**config.mk**
```make
export PLATFORM = sky130hd
export DESIGN_NAME = scnh_ctrl
export DESIGN_NICKNAME = d
export VERILOG_FILES = /design/src/sv/scnh_pkg.sv /design/src/sv/scnh_ctrl.sv
export SDC_FILE = /design/constraint.sdc
export NUM_CORES = 1
export LEC_CHECK = 0
export BUFFER_PORTS_ARGS = -buffer_cell sky130_fd_sc_hd__buf_2
export CAP_MARGIN = 20
export CORE_MARGIN = 2
export CORE_UTILIZATION = 35
export DETAILED_ROUTE_END_ITERATION = 12
export GPL_ROUTABILITY_DRIVEN = 0
export REMOVE_ABC_BUFFERS = 1
export SLEW_MARGIN = 5
export SYNTH_ARGS = -nofsm -noshare
export SYNTH_HDL_FRONTEND = slang
export SYNTH_SLANG_ARGS = --single-unit
export TNS_END_PERCENT = 50
```
**constraint.sdc**
```tcl
create_clock -name i_clk -period 3.65 [get_ports i_clk]
set_clock_uncertainty 0.2 [all_clocks]
set_input_delay 0.73 -clock i_clk [delete_from_list [all_inputs] [get_ports i_clk]]
set_output_delay 0.73 -clock i_clk [all_outputs]
set_load 0.01 [all_outputs]
```
**src/sv/scnh_pkg.sv**
```systemverilog
// Shared types and constants of the segment/circle nearest-hit core.
// No dependencies.
package scnh_pkg;

    localparam int unsigned CoordW  = 16;
    localparam int unsigned IdW     = 32;
    localparam int unsigned RadW    = 14;
    localparam int unsigned TW      = 17;
    localparam int unsigned SlotW   = 6;
    localparam int unsigned TargetR = 256;
    localparam logic [TW-1:0] TOne  = 17'h10000;

    localparam logic KIND_WRITE = 1'b0;
    localparam logic KIND_QUERY = 1'b1;

    typedef struct packed {
        logic               kind;
        logic [SlotW-1:0]   slot;
        logic signed [15:0] target_x;
        logic signed [15:0] target_y;
        logic               target_alive;
        logic [31:0]        target_id;
        logic signed [15:0] start_x;
        logic signed [15:0] start_y;
        logic signed [15:0] end_x;
        logic signed [15:0] end_y;
    } t_in_item;

    typedef struct packed {
        logic               hit;
        logic [31:0]        hit_id;
        logic [16:0]        hit_t;
        logic signed [15:0] hit_x;
        logic signed [15:0] hit_y;
    } t_out_item;

    // controller -> datapath
    typedef struct packed {
        logic load_query;  // latch segment, clear best
        logic rd_issue;    // memory read of current slot
        logic eval_start;  // begin evaluating the entry just read
        logic write_entry; // table write
    } t_cmd;

    // datapath -> controller
    typedef struct packed {
        logic eval_done;
    } t_status;

endpackage

```
**src/sv/scnh_ctrl.sv**
```systemverilog
// Controller: sequences writes and the walk over table entries for a query.
// Depends on scnh_pkg.
module scnh_ctrl #(
    parameter int unsigned ENTRIES = 64,
    parameter int unsigned AW = 6
) (
    input  logic               i_clk,
    input  logic               i_rst_n,
    input  logic               i_in_valid,
    input  logic               i_kind,
    output logic               o_in_stall,
    input  logic               i_out_stall,
    output logic               o_out_valid,
    output logic               o_out_zero,
    output scnh_pkg::t_cmd     o_cmd,
    output logic [AW-1:0]      o_slot,
    input  scnh_pkg::t_status  i_status
);
    import scnh_pkg::*;

    typedef enum logic [2:0] {S_IDLE, S_READ, S_START, S_WAIT, S_OUT} t_state;
    t_state r_state;
    logic [AW:0] r_idx;
    logic        r_zero;
    logic        r_ov;
    logic        acc;

    assign acc = i_in_valid && !o_in_stall;
    assign o_in_stall = (r_state != S_IDLE) || (r_ov && i_out_stall);
    assign o_out_valid = r_ov;
    assign o_out_zero = r_zero;
    assign o_slot = r_idx[AW-1:0];

    always_comb begin
        o_cmd = '0;
        o_cmd.write_entry = acc && (i_kind == KIND_WRITE);
        o_cmd.load_query  = acc && (i_kind == KIND_QUERY);
        o_cmd.rd_issue    = (r_state == S_READ);
        o_cmd.eval_start  = (r_state == S_START);
    end

    always_ff @(posedge i_clk) begin
        if (!i_rst_n) begin
            r_state <= S_IDLE;
            r_idx <= '0;
            r_ov <= 1'b0;
            r_zero <= 1'b1;
        end else begin
            // a write taken as the old result leaves reloads the output instead
            if (r_ov && !i_out_stall && !o_cmd.write_entry) r_ov <= 1'b0;
            case (r_state)
                S_IDLE: if (acc) begin
                    if (i_kind == KIND_WRITE) begin
                        r_ov <= 1'b1; r_zero <= 1'b1;
                    end else begin
                        r_idx <= '0; r_state <= S_READ;
                    end
                end
                S_READ:  r_state <= S_START;
                S_START: r_state <= S_WAIT;
                S_WAIT: if (i_status.eval_done) begin
                    if (r_idx == (AW+1)'(ENTRIES - 1)) r_state <= S_OUT;
                    else begin
                        r_idx <= r_idx + 1'b1; r_state <= S_READ;
                    end
                end
                S_OUT: if (!r_ov) begin
                    r_ov <= 1'b1; r_zero <= 1'b0; r_state <= S_IDLE;
                end
                default: r_state <= S_IDLE;
            endcase
        end
    end
endmodule

```
======== Word-level counts from Yosys, hierarchy flattened ========
Index checks and enable logic that the tools add are counted.
word-level totals
  flip-flop bits (word level) ............. 12
  output and inout bits ................... 13
operators by class
  equal/unequal tests ..................... 11
  reduce and logical (&&, ||, !) cells .... 17
  bitwise logic cells ..................... 1
  add/sub/neg operators ................... 1
  mux-type cells .......................... 20
operators by type and width
  kind                                           number
  2-to-1 mux 7 bit                               4
  2-to-1 mux 3 bit                               5
  case mux 3 bit (5 select lines)                1
  case mux 7 bit (2 select lines)                1
  inequality test 2 bit, second input constant   6
  AND reduction 4 bit                            2
  adder 7 x 1 -> 7 bit, second input constant    1
  == test 7 x 6 -> 1 bit, second input constant  1
  2-to-1 mux 1 bit                               7
  == test 3 x 2 -> 1 bit, second input constant  2
  logical AND 1 bit                              6
  AND reduction 5 bit                            1
  case mux 1 bit (2 select lines)                2
  nonzero test 2 bit                             2
  == test 3 x 1 -> 1 bit, second input constant  1
  == test 3 bit, second input constant           1
  zero test 1 bit                                3
  zero test 3 bit                                1
  nonzero test 3 bit                             1
  logical OR 1 bit                               1
  NOT 1 bit                                      1

======== Longest topological paths before layout ========
Gate-level depths: netlist (run 1).
  word-level depth ........................ 11
  mapped depth ............................ 6
  mapped depth without buffers ............ 5

======== Worst setup path before layout (run 1) ========
No wires, ideal clock.
  path kind ............................... input -> output
  start point ............................. input port i_in_valid
  end point ............................... output port o_cmd[0] (netlist bit)
  setup slack ............................. 1.150 ns
  arrival time ............................ 1.570 ns
  data required time ...................... 2.720 ns
  cell stages on the path ................. 2
  cell sequence ........................... or4b_4 > nor3_1
RTL lines
  item         RTL line         text
  from (decl)  scnh_ctrl.sv:9   input logic i_in_valid,
  to (decl)    scnh_ctrl.sv:15  output scnh_pkg::t_cmd o_cmd,

==> flow_summary.toml, run 1 <==
[status]
outcome = "completed"

[timing]
fmax_mhz = 372
worst_pin_slew_ns = 0.317
final.min_clock_period_ns = 2.69
maxSlewHeadroom = 0.787
slew_viol_final = 0
setup_violations = 0
fin_crit_sh = 0.736
hold_violations = 0
rsz0062_at_grt = "false"
setup_tns_ns = 0

[cts]
holdBufCountCts = 0
clock-root-buffer = "clkbuf_4"
cts_sinks = 12
cts_resized = 0
cts_buffers = 3
htreeDepth = 1
clk_pin_slew_ns = 0.08
cts_buffer_depth = 2
cts_setup_buffers = 0
clk_latency_ns = 0.27
cts_tree = "done"

[placement]
portBuffers = 18
dp_cells = 107

[drt]
drt-initial-drc-count = 8
antenna_left = 0
dr_total_vias = 532
wl_um = 1200
dr.pass1.iters = 4
via_per_inst = 4.79
avgRoutedWirePerCell_um = 10.8
drc = 0

[finish]
fin_nets = 94
layout_commonest_cell = "buf_2"
area_growth_pct = 14.7
fillers = 183
final_cells = 111
diodes = 0
drive_above_1_share = 0.337
final_cell_mix = "buf_2, dfxtp_1, nor2_1"

[min_path]
hold_path_depth = 2
hp-start = "o_out_zero"
hold_path.class = "flip-flop to flip-flop"
holdPathEnd = "o_out_zero"

[floorplanning]
dieArea_um2 = 2240
core_area_um2 = 1750
start_util = 0.376
rows = 15
dieHeight_um = 47.3
io_pins = 19
die_w_um = 47.3

[synthesis]
synth_xor_area_frac = 0.0400
synthDistinctLibCells = 35
syn_area_per_cell_um2 = 9.12
synth_cells = 72
synthSimpleGateAreaFrac = 0.333
synth_top_family_by_area = "simple AND/OR/NAND/NOR gates"
muxShareOfSynthArea = 0.0152
netlist_area_um2 = 657
seq_area_frac_synth = 0.366
synth_compound_area_frac = 0.133
synth_fa_ha_area_frac = 0.0190
ys_warn_count = 0
yosys_register_bits = 12

[global_route]
antenna_found_initial = 0
grt_pass1_wl_um = 1870
track_usage = 0.122
grt_start_max_net_pins = 10
grt_pass1_vias = 439
grt-ovfl-total = 0

[job]
cap_viol_max_count = 0

[worst_setup_path]
reg2reg_from = "r_state[2]"
cp-start-kind = "primary input"
path_max_fanout = 3
crit_type = "primary input to primary output"
r2r_cells = 4
rrSetupSlack_ns = 1.78
reg2reg_to = "r_idx[3]"
cp.arrival_ns = 1.76
end_kind = "primary output"
crit_required_ns = 2.72

[power]
p_clk_frac = 0.386
p_leak_nw = 0.312
seq_power_share = 0.492
combPwrFrac = 0.123
sw_frac_of_total = 0.250
power_density_nw_per_um2 = 374
ir_drop_uv = 166
intPower_mw = 0.212
p_switching_mw = 0.0704
-- critical path: stages --
cell	delay (ns)
buf_2	0.08
or4b_4	0.47
nor3_1	0.28
buf_2	0.20
-- metrics by stage --
stage                     power, mW  area, um^2  utilization  hold WS (ns)  worst slack (ns)
after detailed placement      0.177         717        0.411         0.275             0.954
after global placement        0.176         717        0.411         0.284              1.01
final                         0.282         753        0.432         0.299             0.964
after floorplan               0.163         596            -         0.303              1.15
after global routing          0.295         753        0.432         0.329             0.920
after CTS                     0.285         753        0.432         0.296             0.964
-- final cells by class --
class | instances | area, um^2 | share of cell area
multi-input cells | 52 | 355 | 0.472
flip-flops and latches | 12 | 240 | 0.319
repair buffers | 18 | 90.1 | 0.120
clock buffers | 4 | 36.3 | 0.0482
well taps | 25 | 31.3 | 0.0415
-- worst max-delay path by stage --
stage / from / endpoint / slack, ns
final: i_in_valid / o_cmd[0] / 0.96
after global routing: i_in_valid / o_cmd[0] / 0.92
after CTS: i_in_valid / o_cmd[0] / 0.96
after detailed placement: i_in_valid / o_cmd[0] / 0.95
after global placement: i_in_valid / o_cmd[0] / 1.01
after floorplan: i_in_valid / o_cmd[0] / 1.15
-- power by group through the flow --
stage	Sequential [mW]	Clock (mW)	Combinational, mW
finish	0.139	0.109	0.0346
global route	0.140	0.117	0.0384
CTS	0.139	0.111	0.0349
detailed placement	0.142	0	0.0348
global placement	0.142	0	0.0344
floorplan	0.141	0	0.0220
-- cell usage after synthesis, drive strengths merged --
cell     n  area, um^2
nor2     8        30.0
nand3    3        15.0
o211ai   1        7.51
dfxtp   12         240
a21oi    3        15.0
nor2b    2        12.5
and4b    2        22.5
and3     2        12.5
nor3b    3        33.8
o31ai    1        7.51
or3      1        6.26
or4      2        16.3
o21ai    3        18.8
o21a     2        15.0
or2b     1        8.76
buf      8        61.3
and2     1        6.26
nor3     2        10.0
nand2b   1        6.26
mux2i    1        10.0
o22ai    1        6.26
a311oi   1        8.76
xnor2    1        8.76
ha       1        12.5
or4b     1        13.8
xor2     2        17.5
nand4    1        6.26
a32oi    1        8.76
nand3b   1        7.51
nand2    3        11.3
-- state kept, by name, summed over array words and instances, names as in the netlist --
signal	count
r_idx	7
o_out_valid	1
r_state	3
o_out_zero	1
-- layer usage --
metal	vias up	global-route usage	wire [um]	part of all wire
met5	-	0	0	0
met4	0	0.0833	19	0.016
met3	4	0.0231	20	0.017
met2	4	0.181	569	0.47
met1	239	0.159	593	0.49
li1	285	-	-	-
-- cells by family (layout without fill, tap and decap cells) --
kind of cell	after synthesis	in the layout
AND/OR/NAND/NOR	34	34
AO/OA/AOI/OAI	13	13
flip-flops	12	12
buffers and inverters	8	22
XOR/XNOR	3	3
adder cells (fa/ha/maj)	1	1
multiplexers	1	1
Note: power is estimated with default switching activity, not from simulation.
==> inputs of run 2 (changes only) <==
==> constraint.sdc (replaced) <==
create_clock -name i_clk -period 2.3 [get_ports i_clk]
set_clock_uncertainty 0.2 [all_clocks]
set_input_delay 0.46 -clock i_clk [delete_from_list [all_inputs] [get_ports i_clk]]
set_output_delay 0.46 -clock i_clk [all_outputs]
set_load 0.01 [all_outputs]
==> flow_summary.toml, run 2 (synthesis results as in run 1) <==
[finish]
diodes = 0
drive_above_1_share = 0.356
area_growth_pct = 15.6
max_flop_register = "r_idx"
fillers = 178
reg_top3 = "r_idx: 7 flops, r_state: 3 flops"
layout_commonest_cell = "buf_2"
fin_nets = 96
largest_reg_flops = 7
final_area_um2 = 759
final_cells = 112
final_cell_mix = "buf_2, dfxtp_1, nor2_1"

[power]
p_clk_frac = 0.304
sw_frac_of_total = 0.244
p_switching_mw = 0.0976
p_leak_nw = 0.318
power_density_nw_per_um2 = 527
intPower_mw = 0.302
seq_power_share = 0.551
design_power_total_mw = 0.400
ir_drop_uv = 330
combPwrFrac = 0.145

[drt]
wl_um = 1220
dr_total_vias = 544
via_per_inst = 4.86
drc = 0
avgRoutedWirePerCell_um = 10.9
antenna_left = 0
drt-initial-drc-count = 8
dr.pass1.iters = 4

[global_route]
grt-ovfl-total = 0
grt_pass1_wl_um = 1920
antenna_found_initial = 0
grt_start_max_net_pins = 9
track_usage = 0.123
grt_pass1_vias = 468

[worst_setup_path]
crit_type = "flip-flop to primary output"
cp-start-kind = "flip-flop"
cp.arrival_ns = 1.56
crit_required_ns = 1.64
end_kind = "primary output"
path_max_fanout = 8

[job]
cap_viol_max_count = 0

[timing]
fin_crit_sh = 0.966
final.min_clock_period_ns = 2.22
worst_pin_slew_ns = 0.249
hold_violations = 0
setup_tns_ns = 0
rsz0062_at_grt = "false"
setup_violations = 0
fmax_mhz = 450
maxSlewHeadroom = 0.834
slew_viol_final = 0

[cts]
cts_buffers = 3
cts_sinks = 12
cts_tree = "done"
cts_buffer_depth = 2
htreeDepth = 1
clk_pin_slew_ns = 0.06
clock-root-buffer = "clkbuf_4"
holdBufCountCts = 0
clk_latency_ns = 0.26

[floorplanning]
dieHeight_um = 47.3
die_w_um = 47.3
start_util = 0.376
rows = 15
dieArea_um2 = 2240
core_area_um2 = 1750
io_pins = 19

[placement]
portBuffers = 18
place_area_um2 = 724
dp_cells = 108
hpwl_um = 928

[status]
outcome = "completed"

[min_path]
hold_path.class = "primary input to flip-flop"
==> run 2: cell count changes in the layout (fill, tap and decap cells not counted) <==
cell / previous run / this run
nor3_1: 2 / 1
clkbuf_8: 1 / 0
buf_4: 0 / 2
nor3_2: 0 / 1
==> run 2: what timing repair did <==
action | in CTS | in global routing
pin swaps | 0 | 1
buffers inserted | 0 | 1
endpoints found under the setup margin | 1 | 1
resized for setup | 1 | 0
==> run 2: worst paths after layout <==
path | cells past startpoint | from | endpoint | slack [ns]
hold reg to reg | 2 | o_out_zero | o_out_zero | 0.31
hold / removal | 2 | i_rst_n | o_out_zero | 0.21
setup reg to reg | 5 | r_state[0] | r_idx[1] | 0.39
setup / recovery | 3 | r_state[0] | o_cmd[3] | 0.08
==> run 2: area by class of cell <==
type / count / area (um^2) / area share
clock buffers: 3 / 22.5 / 0.0297
well taps: 25 / 31.3 / 0.0412
multi-input cells: 52 / 360 / 0.474
repair buffers: 20 / 105 / 0.138
flip-flops and latches: 12 / 240 / 0.316
==> run 2: critical path: stages (launching register included) <==
cell	delay [ns]
dfxtp_1	0.37
or4b_4	0.56
nor3b_4	0.21
buf_2	0.15
==> run 2: power groups by stage <==
stage,Sequential [mW],Clock (mW),Combinational (mW)
6_report,0.221,0.121,0.0580
3_5_place_dp,0.225,0,0.0555
2_1_floorplan,0.224,0,0.0350
4_1_cts,0.220,0.129,0.0565
5_1_grt,0.222,0.138,0.0639
3_3_place_gp,0.225,0,0.0548
==> run 2: layer usage <==
layer / track usage / routed length (um)
met5: 0 / 0
met4: 0.0333 / 0
met3: 0.0577 / 42
met2: 0.189 / 609
met1: 0.155 / 564
==> run 2: stage by stage <==
step / setup slack (ns) / utilization / hold WS (ns)
6_report: 0.0775 / 0.435 / 0.207
5_1_grt: 0.00954 / 0.435 / 0.204
4_1_cts: 0.0269 / 0.431 / 0.199
3_5_place_dp: 0.158 / 0.415 / 0.286
3_3_place_gp: 0.197 / 0.415 / 0.285
2_1_floorplan: 0.340 / - / 0.303
